File: src/rtl/core/bmcs_pkg.sv
// Shared constants, command codes and types of the Bezier middle control point solver.
package bmcs_pkg;

   localparam int HALVINGS   = 14;
   localparam int ROUND_W    = $clog2(HALVINGS);
   localparam int T_W        = 17;
   localparam logic [T_W-1:0] ONE_T = 17'h10000;
   localparam int COORD_W    = 32;
   localparam int DIFF_W     = COORD_W + 1;
   localparam int WIDE_W     = 128;
   localparam int CHUNK_W    = 32;
   localparam int MUL_W      = 34;
   localparam int PROD_W     = 2 * MUL_W;
   localparam int NUM_W      = 68;
   localparam int DVSR_W     = 33;
   localparam int DIV_STEPS  = NUM_W;
   localparam int DSTEP_W    = $clog2(DIV_STEPS);
   localparam int REQ_DATA_W = 6 * COORD_W;
   localparam int RSP_DATA_W = 88;

   // datapath operations
   localparam logic [3:0] OP_NOP    = 4'd0;
   localparam logic [3:0] OP_LOAD   = 4'd1;
   localparam logic [3:0] OP_MUL    = 4'd2;
   localparam logic [3:0] OP_ACC    = 4'd3;
   localparam logic [3:0] OP_COEF   = 4'd4;
   localparam logic [3:0] OP_HLOAD  = 4'd5;
   localparam logic [3:0] OP_MAC    = 4'd6;
   localparam logic [3:0] OP_DECIDE = 4'd7;
   localparam logic [3:0] OP_FINAL  = 4'd8;
   localparam logic [3:0] OP_MINIT  = 4'd9;
   localparam logic [3:0] OP_DPREP  = 4'd10;
   localparam logic [3:0] OP_DIV    = 4'd11;
   localparam logic [3:0] OP_EMIT   = 4'd12;

   // multiplier operand selects, in issue order
   localparam logic [3:0] SEL_UXUX = 4'd0;
   localparam logic [3:0] SEL_UYUY = 4'd1;
   localparam logic [3:0] SEL_UXVX = 4'd2;
   localparam logic [3:0] SEL_UYVY = 4'd3;
   localparam logic [3:0] SEL_VXVX = 4'd4;
   localparam logic [3:0] SEL_VYVY = 4'd5;
   localparam logic [3:0] SEL_SS   = 4'd6;
   localparam logic [3:0] SEL_KK   = 4'd7;
   localparam logic [3:0] SEL_KS   = 4'd8;
   localparam logic [3:0] SEL_SXSS = 4'd9;
   localparam logic [3:0] SEL_EXKK = 4'd10;
   localparam logic [3:0] SEL_SYSS = 4'd11;
   localparam logic [3:0] SEL_EYKK = 4'd12;

   localparam logic [1:0] LAST_CHUNK  = 2'd3;
   localparam logic [1:0] LAST_HSTAGE = 2'd2;

   typedef struct packed {
      logic [3:0] op;
      logic [3:0] sel;
      logic [1:0] chunk;
      logic [1:0] hstage;
   } bmcs_cmd_type;

   typedef struct packed {
      logic zero_hit;
   } bmcs_stat_type;

   typedef struct packed {
      logic               saturated;
      logic               exact_root;
      logic [COORD_W-1:0] middle_y;
      logic [COORD_W-1:0] middle_x;
      logic [T_W-1:0]     param_t;
   } bmcs_result_type;

endpackage

File: src/rtl/core/bmcs_ctrl.sv
// Controller state machine sequencing products, bisection rounds and division.
module bmcs_ctrl (
   input  logic                    clock,
   input  logic                    reset,
   input  logic                    req_tvalid,
   output logic                    req_tready,
   input  logic                    slot_free,
   input  bmcs_pkg::bmcs_stat_type stat,
   output bmcs_pkg::bmcs_cmd_type  cmd
);
   import bmcs_pkg::*;

   localparam logic [3:0] S_IDLE   = 4'd0;
   localparam logic [3:0] S_MUL    = 4'd1;
   localparam logic [3:0] S_ACC    = 4'd2;
   localparam logic [3:0] S_COEF   = 4'd3;
   localparam logic [3:0] S_HLOAD  = 4'd4;
   localparam logic [3:0] S_MAC    = 4'd5;
   localparam logic [3:0] S_DECIDE = 4'd6;
   localparam logic [3:0] S_FINAL  = 4'd7;
   localparam logic [3:0] S_MINIT  = 4'd8;
   localparam logic [3:0] S_DPREP  = 4'd9;
   localparam logic [3:0] S_DIV    = 4'd10;
   localparam logic [3:0] S_EMIT   = 4'd11;

   logic [3:0]         state_ff, state_in;
   logic [3:0]         sel_ff, sel_in;
   logic [1:0]         chunk_ff, chunk_in, hstage_ff, hstage_in;
   logic [ROUND_W-1:0] round_ff, round_in;
   logic [DSTEP_W-1:0] dcnt_ff, dcnt_in;

   assign req_tready = (state_ff == S_IDLE);

   always_comb begin
      state_in   = state_ff;
      sel_in     = sel_ff;
      chunk_in   = chunk_ff;
      hstage_in  = hstage_ff;
      round_in   = round_ff;
      dcnt_in    = dcnt_ff;
      cmd.op     = OP_NOP;
      cmd.sel    = sel_ff;
      cmd.chunk  = chunk_ff;
      cmd.hstage = hstage_ff;
      unique case (state_ff)
         S_IDLE: begin
            if (req_tvalid) begin
               cmd.op   = OP_LOAD;
               sel_in   = SEL_UXUX;
               state_in = S_MUL;
            end
         end
         S_MUL: begin
            cmd.op   = OP_MUL;
            state_in = S_ACC;
         end
         S_ACC: begin
            cmd.op = OP_ACC;
            if (sel_ff == SEL_VYVY) begin
               state_in = S_COEF;
            end else if (sel_ff == SEL_EYKK) begin
               state_in = S_DPREP;
            end else begin
               sel_in   = sel_ff + 4'd1;
               state_in = S_MUL;
            end
         end
         S_COEF: begin
            cmd.op    = OP_COEF;
            round_in  = '0;
            hstage_in = '0;
            state_in  = S_HLOAD;
         end
         S_HLOAD: begin
            cmd.op   = OP_HLOAD;
            chunk_in = '0;
            state_in = S_MAC;
         end
         S_MAC: begin
            cmd.op = OP_MAC;
            if (chunk_ff == LAST_CHUNK) begin
               if (hstage_ff == LAST_HSTAGE) begin
                  state_in = S_DECIDE;
               end else begin
                  hstage_in = hstage_ff + 2'd1;
                  state_in  = S_HLOAD;
               end
            end else begin
               chunk_in = chunk_ff + 2'd1;
            end
         end
         S_DECIDE: begin
            cmd.op = OP_DECIDE;
            if (stat.zero_hit) begin
               state_in = S_MINIT;
            end else if (round_ff == ROUND_W'(HALVINGS - 1)) begin
               state_in = S_FINAL;
            end else begin
               round_in  = round_ff + 1'b1;
               hstage_in = '0;
               state_in  = S_HLOAD;
            end
         end
         S_FINAL: begin
            cmd.op   = OP_FINAL;
            state_in = S_MINIT;
         end
         S_MINIT: begin
            cmd.op   = OP_MINIT;
            sel_in   = SEL_SS;
            state_in = S_MUL;
         end
         S_DPREP: begin
            cmd.op   = OP_DPREP;
            dcnt_in  = '0;
            state_in = S_DIV;
         end
         S_DIV: begin
            cmd.op = OP_DIV;
            if (dcnt_ff == DSTEP_W'(DIV_STEPS - 1))
               state_in = S_EMIT;
            else
               dcnt_in = dcnt_ff + 1'b1;
         end
         S_EMIT: begin
            if (slot_free) begin
               cmd.op   = OP_EMIT;
               state_in = S_IDLE;
            end
         end
         default: state_in = S_IDLE;
      endcase
   end

   always_ff @(posedge clock) begin
      if (reset) begin
         state_ff  <= S_IDLE;
         sel_ff    <= '0;
         chunk_ff  <= '0;
         hstage_ff <= '0;
         round_ff  <= '0;
         dcnt_ff   <= '0;
      end else begin
         state_ff  <= state_in;
         sel_ff    <= sel_in;
         chunk_ff  <= chunk_in;
         hstage_ff <= hstage_in;
         round_ff  <= round_in;
         dcnt_ff   <= dcnt_in;
      end
   end

`ifndef SYNTH
   a_round_range: assert property (@(posedge clock) disable iff (reset)
      round_ff <= ROUND_W'(HALVINGS - 1)) else $error("round count out of range");
   a_accept_starts: assert property (@(posedge clock) disable iff (reset)
      (req_tvalid && req_tready) |=> (state_ff == S_MUL && sel_ff == SEL_UXUX))
      else $error("accepted item did not start product sequence");
   a_emit_slot: assert property (@(posedge clock) disable iff (reset)
      (cmd.op == OP_EMIT) |-> slot_free) else $error("result emitted into full slot");
   a_div_len: assert property (@(posedge clock) disable iff (reset)
      (state_ff == S_DIV) |-> (dcnt_ff <= DSTEP_W'(DIV_STEPS - 1)))
      else $error("divider overran its step count");
`endif

endmodule

File: config.mk
export PLATFORM = sky130hd
export DESIGN_NAME = bmcs_ctrl
export DESIGN_NICKNAME = d
export VERILOG_FILES = /design/src/rtl/core/bmcs_pkg.sv /design/src/rtl/core/bmcs_ctrl.sv
export SDC_FILE = /design/constraint.sdc
export NUM_CORES = 1
export LEC_CHECK = 0
export BUFFER_PORTS_ARGS = -buffer_cell sky130_fd_sc_hd__buf_2
export CAP_MARGIN = 5
export CORE_MARGIN = 2
export CORE_UTILIZATION = 33
export CTS_CLUSTER_SIZE = 24
export DETAILED_ROUTE_END_ITERATION = 7
export GPL_TIMING_DRIVEN = 0
export PLACE_DENSITY = 0.61
export SLEW_MARGIN = 20
export SYNTH_ARGS = -nofsm -noshare
export SYNTH_HDL_FRONTEND = slang
export SYNTH_SLANG_ARGS = --single-unit
File: constraint.sdc
create_clock -name clock -period 2.5 [get_ports clock]
set_input_delay 0 -clock clock [delete_from_list [all_inputs] [get_ports clock]]
set_output_delay 0 -clock clock [all_outputs]
set_load 0.02 [all_outputs]
==> impl_results.md <==
- Mapped Avg Cell Area: about 8.4 um^2
- H-Tree Depth: 1
- CP Max Fanout: 10
- Die X-Extent: between 70 and 80 um
- Synth warn: 0
- Skew final: approximately 0.0047 ns
- Synth top area share: about 29%
- Initial Utilization: about 34%
- Max-slew violations: 0
- # DRC: 0
- Top cells by area, synth: dfxtp_1 (29%), ha_1 (6.2%), a21oi_1 (5.9%), mux2i_1 (4.4%), o21ai_0 (3.1%)
- Relative slew slack: 36.8%
- HP Start: reset
- First-pass detailed-route iteration total: 4
- Post-Syn Instances: between 150 and 200
- Post-synth EDFFs: 0
- Sequential power share: about 39%
- Fill cells: 510
- Seq/Total Area, Yosys: approximately 29%
- Crit. End Element: output port
- DP HPWL: between 2000 and 3000 um
- Peak supply drop: ~0.29 mV
- DR vias: ~1.5k
- CTS buffer count: 3
- Net Count, Synth: 205
- Final antenna-violating net count: 0
- Antenna diodes: 0
- Yosys reg bits: 23
- Share of layout cells above drive strength 1: 14.2%
- Mapped Area: 1610 um^2
- Row cnt: 25
- Largest net degree at the start of global routing: 15
- Power Internal: 649 uW
- Layout net count: between 200 and 250
- Asr flop ratio synth: 0%
- CTS Root Cell: clkbuf_8
- Setup_tns: 0 ns
- RSZ-0062 raised after global routing: no
- Starting DRT DRC Count: 20
- Slew @ Worst Pin: 0.936 ns
- Maximum clock path buffer count: 2
- Vias in the first global route: 1360
- Cell taking the most area after synthesis: dfxtp_1
- Die Height: ~74 um
- Combinational power share: 38.1%
- Most used flip-flop cell after synthesis: dfxtp_1
- CTS tree: done
- Placeable Area: roughly 4700 um^2
- Clock tree sinks: 23
- Post-CTS Setup Bufs: 0
- Global-route wire length before repair: ~6300 um
- MaxCap Viol Count: 0
- Final weighted congestion in routability-driven placement: 0.823
- Status: finished, final reports clean
- Hold buffer count at cts: 0
- Crit Reg-Reg Startpoint: state_ff[3]
- # port buffers: 16
- Tcrit/Tclk final: between 80% and 90%
- Global Route Usage Sum: between 10% and 20%
- F_max: between 400 and 500 MHz
- # IOs: 18
- Global route overflow: 0
- Static leakage: approximately 0.7 nW
- Antenna violations before repair: 0
- Area growth from synthesis to layout: 12.2%
- Clk pwr share: between 20% and 30%
- Via density per instance: between 5 and 6
- P per Cell Area: roughly 580 nW/um^2
- HP Class: primary input to flip-flop
- Worst EP arrival: between 2 and 2.5 ns
- Detailed-route wire length per cell: 13.9 um
- Endpoints failing hold: 0
- Endpoints failing setup: 0
- Core Util, Final: 38.4%
- PostCTS Resize Cnt: 0
- Psw: slightly below 400 uW
- Sw frac: a little under two fifths
- CP Data Required Time: 2.50 ns
- Distinct cells, synth: 53
- Clock Latency Late Sink: between 0.2 and 0.3 ns
- Clock period minus worst slack: between 2 and 2.5 ns
- Worst setup path startpoint: state_ff[0]
- Die Area: roughly 5400 um^2
- Startpoint types: flip-flop
- Wirelength, routed: about 3700 um
- CP Class: flip-flop to output port
- CTS clk-pin slew, worst paths: about 0.080 ns
==> cell usage in the layout (no fill, tap or decap), types with 3 or more instances in the layout <==
master	n
a211oi_1	3
a21oi_1	19
and2_1	4
and3_1	3
buf_2	19
clkbuf_1	5
clkbuf_8	3
dfxtp_1	23
ha_1	8
inv_1	5
mux2i_1	7
nand2_1	9
nand2b_1	7
nand3_1	5
nor2_1	8
nor2b_1	3
nor3_1	6
nor4_1	3
nor4bb_1	4
o21ai_0	10
o22ai_1	5
o31ai_1	3
or3_1	6
or4bb_1	3
==> power groups by stage <==
stage / Combinational [mW] / Sequential, mW / Clock, mW
after global placement: 0.397 / 0.411 / 0
final: 0.398 / 0.402 / 0.244
after floorplan: 0.293 / 0.415 / 0
after CTS: 0.398 / 0.402 / 0.260
after detailed placement: 0.396 / 0.411 / 0
after global routing: 0.439 / 0.406 / 0.272
==> synth_stat cells, types with 2 or more instances <==
cell / count
and3_1: 3
nor4bb_1: 4
o21ai_0: 10
o22ai_1: 5
a211o_1: 2
and2_1: 4
dfxtp_1: 23
or4bb_1: 3
buf_1: 2
nor4_1: 3
nand4b_1: 2
nor2_1: 8
a31oi_1: 2
ha_1: 8
nand3_1: 5
nand2_1: 9
clkbuf_1: 5
buf_2: 3
a211oi_1: 3
o31ai_1: 3
a311oi_1: 2
and4_1: 2
nand3b_1: 2
mux2i_1: 7
a21o_1: 2
nor3_1: 6
inv_1: 5
nand4_1: 2
a21oi_1: 19
or4_1: 2
nand2b_1: 7
nor2b_1: 3
or3_1: 6
==> worst paths after layout <==
path	endpoint	slack [ns]	cells after the start
min	round_ff[3]	0.03	3
min reg2reg	dcnt_ff[1]	0.49	2
max reg2reg	state_ff[3]	0.44	4
max	cmd[10]	0.38	7
==> per-layer routing <==
| metal | up-vias | GRT usage (%) | share of wire (%) |
|---|---|---|---|
| met5 | - | 0 | 0 |
| met4 | 0 | 3.03 | 0.62 |
| met3 | 5 | 3.02 | 3.5 |
| met2 | 15 | 24.2 | 47 |
| met1 | 702 | 20.0 | 48 |
| li1 | 780 | - | - |
==> through the flow <==
| stage | cell area [um^2] | power (mW) | cells | hold WS, ns | worst slack (ns) |
|---|---|---|---|---|---|
| 2_1_floorplan | 1610 | 0.709 | 192 | 0.179 | 0.568 |
| 3_3_place_gp | 1750 | 0.808 | 262 | 0.313 | 0.437 |
| 3_5_place_dp | 1750 | 0.807 | 262 | 0.320 | 0.497 |
| 4_1_cts | 1800 | 1.06 | 266 | 0.0253 | 0.391 |
| 5_1_grt | 1800 | 1.12 | 266 | 0.0510 | 0.182 |
| 6_report | 1800 | 1.04 | 266 | 0.0332 | 0.379 |
==> worst max-delay path, cell delays in order (launching register included) <==
cell,delay (ns)
dfxtp_1,0.31
clkbuf_2,0.19
buf_2,0.23
buf_1,0.39
nand2_1,0.22
xor2_1,0.19
o22ai_1,0.12
buf_2,0.18
==> flip-flops by register name, summed over array words and instances (netlist names) <==
name / flops
dcnt_ff: 7
round_ff: 4
sel_ff: 4
state_ff: 4
chunk_ff: 2
hstage_ff: 2
==> area by class of cell <==
class,instances,area (um^2),share of cell area [%]
clock inverter,1,7.51,0.417
buffer,13,72.6,4.03
tap,54,67.6,3.75
multi-input combinational,151,1050,58.5
sequential,23,460,25.6
inverter,5,18.8,1.04
timing repair buffer,16,80.1,4.44
clock buffer,3,41.3,2.29
==> cell families after synthesis <==
| logic type | after synthesis | share of synthesized area (%) |
|---|---|---|
| adders and majority gates | 8 | 6.24 |
| buffers and inverters | 18 | 5.69 |
| DFF | 23 | 28.7 |
| muxes | 8 | 5.07 |
| AOI/OAI and AO/OA | 59 | 24.2 |
| xor gates and xnor gates | 2 | 1.09 |
| and+or+nand+nor | 74 | 29.0 |
No activity file was read; power rests on OpenSTA's default activity.
